==> src/hw/rtl/mp2d_pkg.sv <==
// shared constants, types and helpers for the 2-d max pooling stream block
// no dependencies
package mp2d_pkg;

  localparam int PIXEL_WIDTH_DEF = 16;
  localparam int LINE_DEPTH_DEF  = 1024;

  localparam int CNT_W      = 12;  // row and column counters, frame sizes
  localparam int OW_W       = 11;  // out_width register
  localparam int STRIDE_W   = 5;   // stride registers
  localparam int PH_W       = 4;   // window phases
  localparam int OCOL_W     = 10;  // output column counter
  localparam int CFG_IDX_W  = 3;
  localparam int CFG_DATA_W = 12;

  localparam logic [OCOL_W-1:0] OCOL_MAX = '1;

  // register indexes
  localparam logic [CFG_IDX_W-1:0] REG_IN_HEIGHT = 3'd0;
  localparam logic [CFG_IDX_W-1:0] REG_IN_WIDTH  = 3'd1;
  localparam logic [CFG_IDX_W-1:0] REG_OUT_WIDTH = 3'd2;
  localparam logic [CFG_IDX_W-1:0] REG_STRIDE_X  = 3'd3;
  localparam logic [CFG_IDX_W-1:0] REG_STRIDE_Y  = 3'd4;

  // reset values
  localparam logic [CNT_W-1:0]    IN_HEIGHT_RST = 12'd20;
  localparam logic [CNT_W-1:0]    IN_WIDTH_RST  = 12'd20;
  localparam logic [OW_W-1:0]     OUT_WIDTH_RST = 11'd10;
  localparam logic [STRIDE_W-1:0] STRIDE_RST    = 5'd2;
  localparam logic [STRIDE_W-1:0] STRIDE_MIN    = 5'd1;
  localparam logic [STRIDE_W-1:0] STRIDE_MAX    = 5'd16;

  // line buffer request from the counter stage
  typedef struct packed {
    logic              vld;
    logic [OCOL_W-1:0] idx;
    logic              restart;  // first row of a vertical window
    logic              last;     // last row of a vertical window
  } line_req_t;

  // zero acts as one, anything above 16 as 16
  function automatic logic [STRIDE_W-1:0] eff_stride(input logic [STRIDE_W-1:0] s);
    logic [STRIDE_W-1:0] r;
    if (s == '0) begin
      r = STRIDE_MIN;
    end else if (s > STRIDE_MAX) begin
      r = STRIDE_MAX;
    end else begin
      r = s;
    end
    return r;
  endfunction

endpackage

==> src/hw/rtl/mp2d_pix_if.sv <==
// input word channel: one signed pixel per word
// no dependencies
interface mp2d_pix_if #(
  parameter int W = 16
) ();
  logic                valid;
  logic                ready;
  logic signed [W-1:0] pixel;

  modport source (output valid, output pixel, input ready);
  modport sink   (input valid, input pixel, output ready);
endinterface

==> src/hw/rtl/mp2d_cfg_if.sv <==
// register write channel: index and write data
// depends on mp2d_pkg
interface mp2d_cfg_if
  import mp2d_pkg::*;
();
  logic                  valid;
  logic                  ready;
  logic [CFG_IDX_W-1:0]  index;
  logic [CFG_DATA_W-1:0] data;

  modport source (output valid, output index, output data, input ready);
  modport sink   (input valid, input index, input data, output ready);
endinterface

==> src/hw/rtl/mp2d_ctrl.sv <==
// configuration registers, raster counters and horizontal running maximum
// depends on mp2d_pkg, mp2d_pix_if, mp2d_cfg_if
module mp2d_ctrl
  import mp2d_pkg::*;
#(
  parameter int PIXEL_WIDTH = PIXEL_WIDTH_DEF,
  parameter int LINE_DEPTH  = LINE_DEPTH_DEF
) (
  input  logic                          clk,
  input  logic                          rst_n,
  mp2d_pix_if.sink                      in_pix,
  mp2d_cfg_if.sink                      cfg_wr,
  input  logic                          adv,
  output line_req_t                     req,
  output logic signed [PIXEL_WIDTH-1:0] req_val
);

  logic [CNT_W-1:0]    in_height_r, in_width_r;
  logic [OW_W-1:0]     out_width_r;
  logic [STRIDE_W-1:0] stride_x_r, stride_y_r;

  logic [CNT_W-1:0]  row_r, row_nxt, col_r, col_nxt;
  logic [PH_W-1:0]   xph_r, xph_nxt, yph_r, yph_nxt;
  logic [OCOL_W-1:0] ocol_r, ocol_nxt;
  logic signed [PIXEL_WIDTH-1:0] row_max_r, row_max_nxt;

  logic [STRIDE_W-1:0] sx, sy;
  logic fire, xend, yend, in_limit, col_end, row_end;

  assign cfg_wr.ready = 1'b1;
  assign in_pix.ready = adv;
  assign fire = in_pix.valid & adv;

  assign sx = eff_stride(stride_x_r);
  assign sy = eff_stride(stride_y_r);

  assign xend     = ({1'b0, xph_r} + 5'd1) >= sx;
  assign yend     = ({1'b0, yph_r} + 5'd1) >= sy;
  assign in_limit = ({1'b0, ocol_r} < out_width_r) && (32'(ocol_r) < 32'(LINE_DEPTH));
  assign col_end  = ({1'b0, col_r} + 13'd1) >= {1'b0, in_width_r};
  assign row_end  = ({1'b0, row_r} + 13'd1) >= {1'b0, in_height_r};

  always_comb begin
    if (xph_r == '0 || in_pix.pixel > row_max_r) begin
      row_max_nxt = in_pix.pixel;
    end else begin
      row_max_nxt = row_max_r;
    end

    if (xend) begin
      xph_nxt  = '0;
      ocol_nxt = (ocol_r != OCOL_MAX) ? ocol_r + 1'b1 : ocol_r;
    end else begin
      xph_nxt  = xph_r + 1'b1;
      ocol_nxt = ocol_r;
    end

    row_nxt = row_r;
    yph_nxt = yph_r;
    col_nxt = col_r + 1'b1;
    if (col_end) begin
      col_nxt  = '0;
      xph_nxt  = '0;
      ocol_nxt = '0;
      if (row_end) begin
        row_nxt = '0;
        yph_nxt = '0;
      end else begin
        row_nxt = row_r + 1'b1;
        yph_nxt = yend ? '0 : yph_r + 1'b1;
      end
    end
  end

  assign req.vld     = fire & xend & in_limit;
  assign req.idx     = ocol_r;
  assign req.restart = (yph_r == '0);
  assign req.last    = yend;
  assign req_val     = row_max_nxt;

  always_ff @(posedge clk) begin
    if (!rst_n) begin
      in_height_r <= IN_HEIGHT_RST;
      in_width_r  <= IN_WIDTH_RST;
      out_width_r <= OUT_WIDTH_RST;
      stride_x_r  <= STRIDE_RST;
      stride_y_r  <= STRIDE_RST;
    end else if (cfg_wr.valid) begin
      case (cfg_wr.index)
        REG_IN_HEIGHT: in_height_r <= cfg_wr.data[CNT_W-1:0];
        REG_IN_WIDTH:  in_width_r  <= cfg_wr.data[CNT_W-1:0];
        REG_OUT_WIDTH: out_width_r <= cfg_wr.data[OW_W-1:0];
        REG_STRIDE_X:  stride_x_r  <= cfg_wr.data[STRIDE_W-1:0];
        REG_STRIDE_Y:  stride_y_r  <= cfg_wr.data[STRIDE_W-1:0];
        default: ;
      endcase
    end
  end

  always_ff @(posedge clk) begin
    if (!rst_n) begin
      row_r     <= '0;
      col_r     <= '0;
      xph_r     <= '0;
      yph_r     <= '0;
      ocol_r    <= '0;
      row_max_r <= '0;
    end else if (fire) begin
      row_r     <= row_nxt;
      col_r     <= col_nxt;
      xph_r     <= xph_nxt;
      yph_r     <= yph_nxt;
      ocol_r    <= ocol_nxt;
      row_max_r <= row_max_nxt;
    end
  end

endmodule

==> src/flat_wrapper.sv <==
// flat-port wrapper written by rule: the top's interface ports become plain ports
module mp2d_ctrl_flat import mp2d_pkg::*;
#(
  parameter int PIXEL_WIDTH = PIXEL_WIDTH_DEF,
  parameter int LINE_DEPTH  = LINE_DEPTH_DEF
)
  (clk, rst_n, adv, req, req_val, in_pix_valid, in_pix_pixel, in_pix_ready, cfg_wr_valid, cfg_wr_index, cfg_wr_data, cfg_wr_ready);
  mp2d_pix_if in_pix_i ();
  mp2d_cfg_if cfg_wr_i ();
  input  logic clk;
  input  logic rst_n;
  input  logic adv;
  output line_req_t req;
  output logic signed [PIXEL_WIDTH-1:0] req_val;
  input wire logic [$bits(in_pix_i.valid)-1:0] in_pix_valid;
  input wire logic [$bits(in_pix_i.pixel)-1:0] in_pix_pixel;
  output wire logic [$bits(in_pix_i.ready)-1:0] in_pix_ready;
  input wire logic [$bits(cfg_wr_i.valid)-1:0] cfg_wr_valid;
  input wire logic [$bits(cfg_wr_i.index)-1:0] cfg_wr_index;
  input wire logic [$bits(cfg_wr_i.data)-1:0] cfg_wr_data;
  output wire logic [$bits(cfg_wr_i.ready)-1:0] cfg_wr_ready;
  assign in_pix_i.valid = in_pix_valid;
  assign in_pix_i.pixel = in_pix_pixel;
  assign in_pix_ready = in_pix_i.ready;
  assign cfg_wr_i.valid = cfg_wr_valid;
  assign cfg_wr_i.index = cfg_wr_index;
  assign cfg_wr_i.data = cfg_wr_data;
  assign cfg_wr_ready = cfg_wr_i.ready;
  mp2d_ctrl #(.PIXEL_WIDTH(PIXEL_WIDTH), .LINE_DEPTH(LINE_DEPTH)) u_core (.clk(clk), .rst_n(rst_n), .in_pix(in_pix_i), .cfg_wr(cfg_wr_i), .adv(adv), .req(req), .req_val(req_val));
endmodule
==> config.mk <==
export PLATFORM = sky130hd
export DESIGN_NAME = mp2d_ctrl_flat
export DESIGN_NICKNAME = d
export VERILOG_FILES = /design/src/hw/rtl/mp2d_pkg.sv /design/src/hw/rtl/mp2d_pix_if.sv /design/src/hw/rtl/mp2d_cfg_if.sv /design/src/hw/rtl/mp2d_ctrl.sv /design/src/flat_wrapper.sv
export SDC_FILE = /design/constraint.sdc
export NUM_CORES = 1
export LEC_CHECK = 0
export BUFFER_PORTS_ARGS = -buffer_cell sky130_fd_sc_hd__buf_2
export CAP_MARGIN = 20
export CORE_ASPECT_RATIO = 1.25
export CORE_MARGIN = 4
export CORE_UTILIZATION = 60
export CTS_CLUSTER_DIAMETER = 60
export CTS_CLUSTER_SIZE = 28
export DETAILED_ROUTE_END_ITERATION = 10
export GPL_TIMING_DRIVEN = 1
export PLACE_DENSITY = 0.81
export SLEW_MARGIN = 20
export SYNTH_ARGS = -nofsm -noshare
export SYNTH_HDL_FRONTEND = slang
export SYNTH_SLANG_ARGS = --single-unit
==> constraint.sdc <==
create_clock -name clk -period 3.6 [get_ports clk]
set_input_delay 0.36 -clock clk [delete_from_list [all_inputs] [get_ports clk]]
set_output_delay 0.36 -clock clk [all_outputs]
set_load 0.05 [all_outputs]
==> results of run 1 <==
per-stage QoR:
stage,instances,area [sq um],hold slack (ps),setup slack [ps]
floorplan,784,6370,436,524
global placement,957,6800,444,269
detailed placement,957,6800,447,207
CTS,973,7090,266,179
global route,973,7100,278,-14.1
finish,973,7100,270,191
worst paths after layout:
path / start / end / slack, ps / depth (start not counted)
hold / removal: in_pix_pixel[3] / u_core.row_max_r[3]$_SDFFE_PN0P_ / 270 / 3
setup reg to reg: u_core.row_r[0]$_SDFFE_PN0P_ / u_core.yph_r[0]$_SDFFE_PN0P_ / 200 / 12
setup / recovery: u_core.row_max_r[13]$_SDFFE_PN0P_ / req_val[12] / 190 / 9
hold reg to reg: u_core.out_width_r[2]$_SDFFE_PN0P_ / u_core.out_width_r[2]$_SDFFE_PN0P_ / 460 / 2
power groups by stage:
stage               Sequential [mW]  Clock [mW]  Combinational [mW]
CTS                            1.19       0.973               0.407
global placement               1.21           0               0.390
detailed placement             1.21           0               0.404
global route                   1.19        1.03               0.442
finish                         1.19       0.961               0.406
floorplan                      1.21           0               0.302
Yosys cell counts (3+ instances only):
| cell type | instances |
|---|---|
| nor2b_1 | 4 |
| inv_1 | 62 |
| a211oi_1 | 7 |
| a21o_1 | 16 |
| nor3_1 | 8 |
| nand2_1 | 151 |
| xnor2_1 | 13 |
| nand2b_1 | 13 |
| a32o_1 | 3 |
| and2_1 | 3 |
| mux2i_1 | 26 |
| or2_2 | 4 |
| nor3b_1 | 3 |
| xor2_1 | 10 |
| a21oi_1 | 63 |
| a311oi_1 | 3 |
| buf_4 | 3 |
| and3_1 | 11 |
| mux2_4 | 11 |
| o31ai_1 | 3 |
| o21ai_1 | 3 |
| nand3_1 | 42 |
| o21ai_0 | 11 |
| nand4_1 | 12 |
| o211ai_1 | 8 |
| clkbuf_1 | 27 |
| o22ai_1 | 6 |
| mux2_2 | 7 |
| ha_1 | 66 |
| nor2_1 | 32 |
| or3_1 | 9 |
| dfxtp_1 | 103 |
| and4_1 | 4 |
| o21a_1 | 3 |
area by class of cell:
cell class | count | area [sq um]
clock inverter | 7 | 62.6
fill | 870 | 3160
sequential | 103 | 2060
inverter | 63 | 236
tap | 129 | 161
multi-input combinational | 584 | 3930
timing repair buffer | 78 | 423
clock buffer | 9 | 225
per-layer routing:
layer / track usage (%) / vias up
li1: - / 2819
met1: 30.8 / 2664
met2: 46.4 / 168
met3: 3.67 / 38
met4: 8.59 / 0
met5: 0 / -
worst register-to-register path, delay by kind of cell, from the launching register on:
family	cells	cell delay (ps)
AOI/OAI and AO/OA	4	960
DFF	1	450
muxes	1	240
adders and majority gates	2	510
and+or+nand+nor	4	950
xor gates and xnor gates	1	240
kinds of logic (layout without fill, tap and decap cells):
logic type | Yosys count | count (layout) | synth area share (%)
flops | 103 | 103 | 32.4
fa+ha+maj | 66 | 66 | 13.0
other cells | 1 | 1 | 0.0588
mux | 45 | 45 | 8.27
simple gates | 307 | 307 | 22.7
buf+inv | 97 | 157 | 6.26
compound gates | 142 | 142 | 14.2
xor+xnor | 23 | 23 | 3.16
registers in the layout, indices dropped and copies added (netlist names):
name	count
u_core.out_width_r	11
u_core.stride_y_r	5
u_core.in_height_r	12
u_core.row_r	12
u_core.xph_r	4
u_core.yph_r	4
u_core.col_r	12
u_core.ocol_r	10
u_core.stride_x_r	5
u_core.in_width_r	12
u_core.row_max_r	16
what timing repair did:
action	4_1_cts	5_1_grt
hold buffers	0	0
resized for setup	0	2
endpoints found under the setup margin	0	11
endpoints found under the hold margin	0	0
==> impl_metrics.csv, run 1 <==
group,metric,value,unit
power,seq_power_share,46.5,%
layout,final_common_cell,"nand2_1",
power,switchingPower,0.759,mW
power,clkPwrFrac,37.6,%
setup_path,start_kind,"flip-flop",
layout,fin_util,69.2,%
power,leakage,3.14,nW
power,max-vdd-ir-drop,0.000232,V
route,via_count,5689,
timing,setup_viol,0,
route,finalWirelength,15200,um
die,die_height,123,um
timing,max-slew-margin-rel,46.7,%
synth,syn_nets,886,
route,viasPerCell,5.85,
power,internal-power,1.80,mW
layout,nets,941,
synth,avgSynthCellArea,8.13,sq um
grt,grt_usage,25.6,%
cts,root_buffer,"clkbuf_16",
setup_path,crit_chain,"inv_1 > ha_1 > nand4_2 > nor4_4 > o21ai_1 > and3_4 > mux2_4 > mux2_2 > buf_2",
route,dr_wl_met3,745,um
cts,clk-insertion-delay-late,350,ps
synth,ys_top_cells_by_area,"dfxtp_1 (32%), ha_1 (13%), nand2_1 (8.9%), a21oi_1 (4.9%), mux2i_1 (4.1%)",
layout,drive_gt1_share,14.8,%
cts,cts.sinks,103,
die,die_area,12300,sq um
hold_path,hp-class,"primary input to flip-flop",
route,post-route-drc-count,0,
route,dr.max_layer_used,"met4",
synth,syn_inst,784,
timing,finalMaxSlewViolations,0,
timing,clock-skew-final,7.46,ps
cts,cts_tree,"yes",
power,p_total,2.56,mW
setup_path,critical_path.max_stage_delay,420,ps
synth,seq_area_frac_synth,32.4,%
timing,hold_violations,0,
cts,cts_max_level,3,
synth,synth_cell_types,60,
synth,synth_top_area_share,32.4,%
route,first_iter_violations,243,
setup_path,cp.required,3240,ps
route,met1_length,6390,um
setup_path,cp_slowest_cell,"nor4_4",
layout,final_cell_mix,"nand2_1 (151), dfxtp_1 (103), ha_1 (66), buf_2 (65), a21oi_1 (63)",
synth,synth-async-reset-ratio,0,%
setup_path,critPathCaptureType,"output pin",
synth,yosysTopAreaCell,"dfxtp_1",
route,avgRoutedWirePerCell,15.6,um
placement,placement.io_buffers,65,
power,switching_share,29.7,%
cts,path_clk_slew,80,ps
timing,rsz0062_at_grt,"true",
route,drtPass1Iterations,5,
synth,yosysWarnings,0,
grt,grt_max_degree,55,
power,powerDensity,360,nW/um^2
cts,cts_setup_buffers,0,
grt,antenna_found_initial,0,
timing,min_period_over_period,94.7,%
placement,gp_congestion,0.862,
die,rows,41,
die,fp.dieW,100,um
synth,syn_area,6370,sq um
route,wl_met2,7760,um
grt,grt_pass1_vias,5587,
grt,grt_overflow,0,
grt,grt_pass1_wl,25600,um
setup_path,cp_data_arrival_time,3050,ps
synth,synth-edff-count,0,
cts,cts_buffers,9,
die,core_area,10300,sq um
layout,area_delta_synth_final,11.3,%
synth,synth_top_flop_cell,"dfxtp_1",
power,comb_power_share,15.9,%
die,initial_core_util,62.1,%
outcome,outcome,"finished clean",
synth,synth_seq_cells,103,
setup_path,cp_max_fo,16,
timing,fin_crit,3410,ps
timing,tightestPinTransition,796,ps
placement,hpwl,11400,um
layout,diodes,0,
setup_path,cp.buffers_inverters,2,
route,ant_nets,0,
die,num_io_pins,67,
cts,cts_buffer_depth,2,
setup_path,crit_type,"flip-flop to output pin",
setup_path,cp_top_family,"simple AND/OR/NAND/NOR gates",
timing,fmax,293,MHz
run,max-cap-violations,0,
timing,tns,0,ps
(Power assumes the default switching activity.)
==> run 2, diff against run 1 <==
--- a/config.mk
+++ b/config.mk
@@ -8,13 +8,13 @@
 export BUFFER_PORTS_ARGS = -buffer_cell sky130_fd_sc_hd__buf_2
 export CAP_MARGIN = 20
 export CORE_ASPECT_RATIO = 1.25
-export CORE_MARGIN = 4
 export CORE_UTILIZATION = 60
 export CTS_CLUSTER_DIAMETER = 60
 export CTS_CLUSTER_SIZE = 28
 export DETAILED_ROUTE_END_ITERATION = 10
 export GPL_TIMING_DRIVEN = 1
 export PLACE_DENSITY = 0.81
+export SKIP_CTS_REPAIR_TIMING = 1
 export SLEW_MARGIN = 20
 export SYNTH_ARGS = -nofsm -noshare
 export SYNTH_HDL_FRONTEND = slang
==> run 2 against run 1 <==
Against the previous run: global-route usage is 3.7 points higher; clock power is 7% higher; total power is 2.5% higher; critical endpoint is now u_core.yph_r[0]$_SDFFE_PN0P_.
==> impl_metrics.csv, run 2 (synthesis results as in run 1) <==
group,metric,value,unit
cts,cts_buffers,9,
die,die_height,117,um
hold_path,hold_depth,3,
power,p_total,2.62,mW
timing,min_period_over_period,94.8,%
setup_path,cp_top_family,"simple AND/OR/NAND/NOR gates",
placement,hpwl,11200,um
grt,grt_max_degree,55,
setup_path,reg2regPathDepth,12,
layout,area_delta_synth_final,11.9,%
layout,multi_input_area,3930,sq um
power,max-vdd-ir-drop,0.000219,V
outcome,outcome,"finished clean",
layout,largest-register,"u_core.row_max_r",
setup_path,critical_path.max_stage_delay,410,ps
timing,fin_crit,3410,ps
setup_path,start_kind,"flip-flop",
route,finalWirelength,15300,um
setup_path,ff2ff_setup_slack,190,ps
layout,final_cells,974,
timing,max-slew-margin-rel,46.3,%
timing,tightestPinTransition,803,ps
cts,clk-insertion-delay-late,350,ps
setup_path,critPathCaptureType,"flip-flop",
run,max-cap-violations,0,
route,post-route-drc-count,0,
placement,gp_congestion,0.858,
route,drtPass1Iterations,5,
setup_path,cp_slowest_cell,"a31oi_1",
route,first_iter_violations,436,
timing,setup_viol,0,
cts,cts_max_level,3,
layout,diodes,0,
setup_path,crit_type,"flip-flop to flip-flop",
timing,finalMaxSlewViolations,0,
grt,grt_overflow,0,
cts,path_clk_slew,80,ps
layout,largest_reg_flops,16,
grt,grt_pass1_vias,5487,
timing,fin_hold_ws,273,ps
grt,grt_pass1_wl,25200,um
power,leakage,3.17,nW
hold_path,whs_endpoint,"u_core.row_max_r[6]$_SDFFE_PN0P_",
cts,root_buffer,"clkbuf_16",
die,die_area,11000,sq um
die,core_area,10200,sq um
layout,final_common_cell,"nand2_1",
hold_path,hp-class,"primary input to flip-flop",
route,via_count,5744,
cts,cts_tree,"yes",
route,ant_nets,0,
placement,placed_area,6810,sq um
setup_path,crit_chain,"ha_1 > and3_1 > and3_1 > nand3_1 > xnor2_1 > ha_1 > nand3_1 > or3_1 > a31oi_1 > o31ai_4 > and2_0 > mux2_2",
power,powerDensity,367,nW/um^2
layout,register_area,2060,sq um
setup_path,r2r-start,"u_core.col_r[1]$_SDFFE_PN0P_",
hold_path,min_from,"in_pix_pixel[6]",
layout,final_cell_mix,"nand2_1 (151), dfxtp_1 (103), ha_1 (66), buf_2 (65), a21oi_1 (63)",
route,avgRoutedWirePerCell,15.7,um
grt,antenna_found_initial,0,
timing,fmax,293,MHz
timing,clock-skew-final,9.00,ps
die,rows,41,
timing,tns,0,ps
placement,placement.io_buffers,65,
setup_path,reg2reg_to,"u_core.yph_r[0]$_SDFFE_PN0P_",
cts,cts_buffer_depth,2,
setup_path,cp.buffers_inverters,0,
setup_path,cp.required,3840,ps
grt,grt_usage,29.3,%
layout,nets,942,
die,initial_core_util,62.4,%
setup_path,cp_max_fo,8,
placement,dp_cells,958,
die,fp.dieW,94.2,um
layout,stdcell_area,7130,sq um
die,num_io_pins,67,
layout,n_fill_cell,828,
layout,drive_gt1_share,15.0,%
timing,hold_violations,0,
route,viasPerCell,5.90,
setup_path,cp_data_arrival_time,3650,ps
cts,cts.sinks,103,
==> run 2: report_power, final <==
part	total [mW]	switching, mW	internal [mW]
Clock	1.03	0.473	0.556
Sequential	1.19	0.0209	1.17
Combinational	0.403	0.259	0.145
Total	2.62	0.753	1.87
==> run 2: through the flow <==
step,worst slack [ps],utilization (%)
floorplan,524,-
global placement,307,66.7
detailed placement,150,66.7
CTS,154,69.7
global route,-32.3,69.9
finish,188,69.9
==> run 2: cell type report <==
type                    instances  share of cell area (%)
multi-input cells             584                    55.1
flip-flops and latches        103                    28.9
repair buffers                 79                    6.09
inverters                      63                    3.32
clock buffers                   9                    3.16
well taps                     129                    2.26
clock inverters                 7                    1.18
==> run 2: layer usage <==
layer | vias to the layer above | track usage, % | routed length, um
met4 | 0 | 12.7 | 391
met5 | - | 0 | 0
met2 | 183 | 52.9 | 7790
li1 | 2825 | - | -
met1 | 2698 | 34.2 | 6390
met3 | 38 | 4.20 | 747
==> run 2: worst max-delay path by stage <==
stage | from | to | slack (ps) | cells past startpoint
final | u_core.col_r[1]$_SDFFE_PN0P_ | u_core.yph_r[0]$_SDFFE_PN0P_ | 190 | 12
after global routing | u_core.col_r[1]$_SDFFE_PN0P_ | u_core.yph_r[0]$_SDFFE_PN0P_ | -30 | 12
after CTS | u_core.row_r[0]$_SDFFE_PN0P_ | u_core.yph_r[0]$_SDFFE_PN0P_ | 150 | 12
after detailed placement | u_core.col_r[1]$_SDFFE_PN0P_ | u_core.ocol_r[4]$_SDFFE_PN0P_ | 150 | 13
after global placement | u_core.row_r[0]$_SDFFE_PN0P_ | u_core.yph_r[0]$_SDFFE_PN0P_ | 310 | 12
after floorplan | u_core.col_r[0]$_SDFFE_PN0P_ | u_core.yph_r[0]$_SDFFE_PN0P_ | 520 | 13
==> run 2: worst register-to-register path, delay by kind of cell (launching register included) <==
| family | cells | cell delay (ps) |
|---|---|---|
| AOI/OAI and AO/OA | 2 | 620 |
| adders and majority gates | 2 | 520 |
| muxes | 1 | 320 |
| xor gates and xnor gates | 1 | 170 |
| and+or+nand+nor | 6 | 1300 |
| DFF | 1 | 380 |
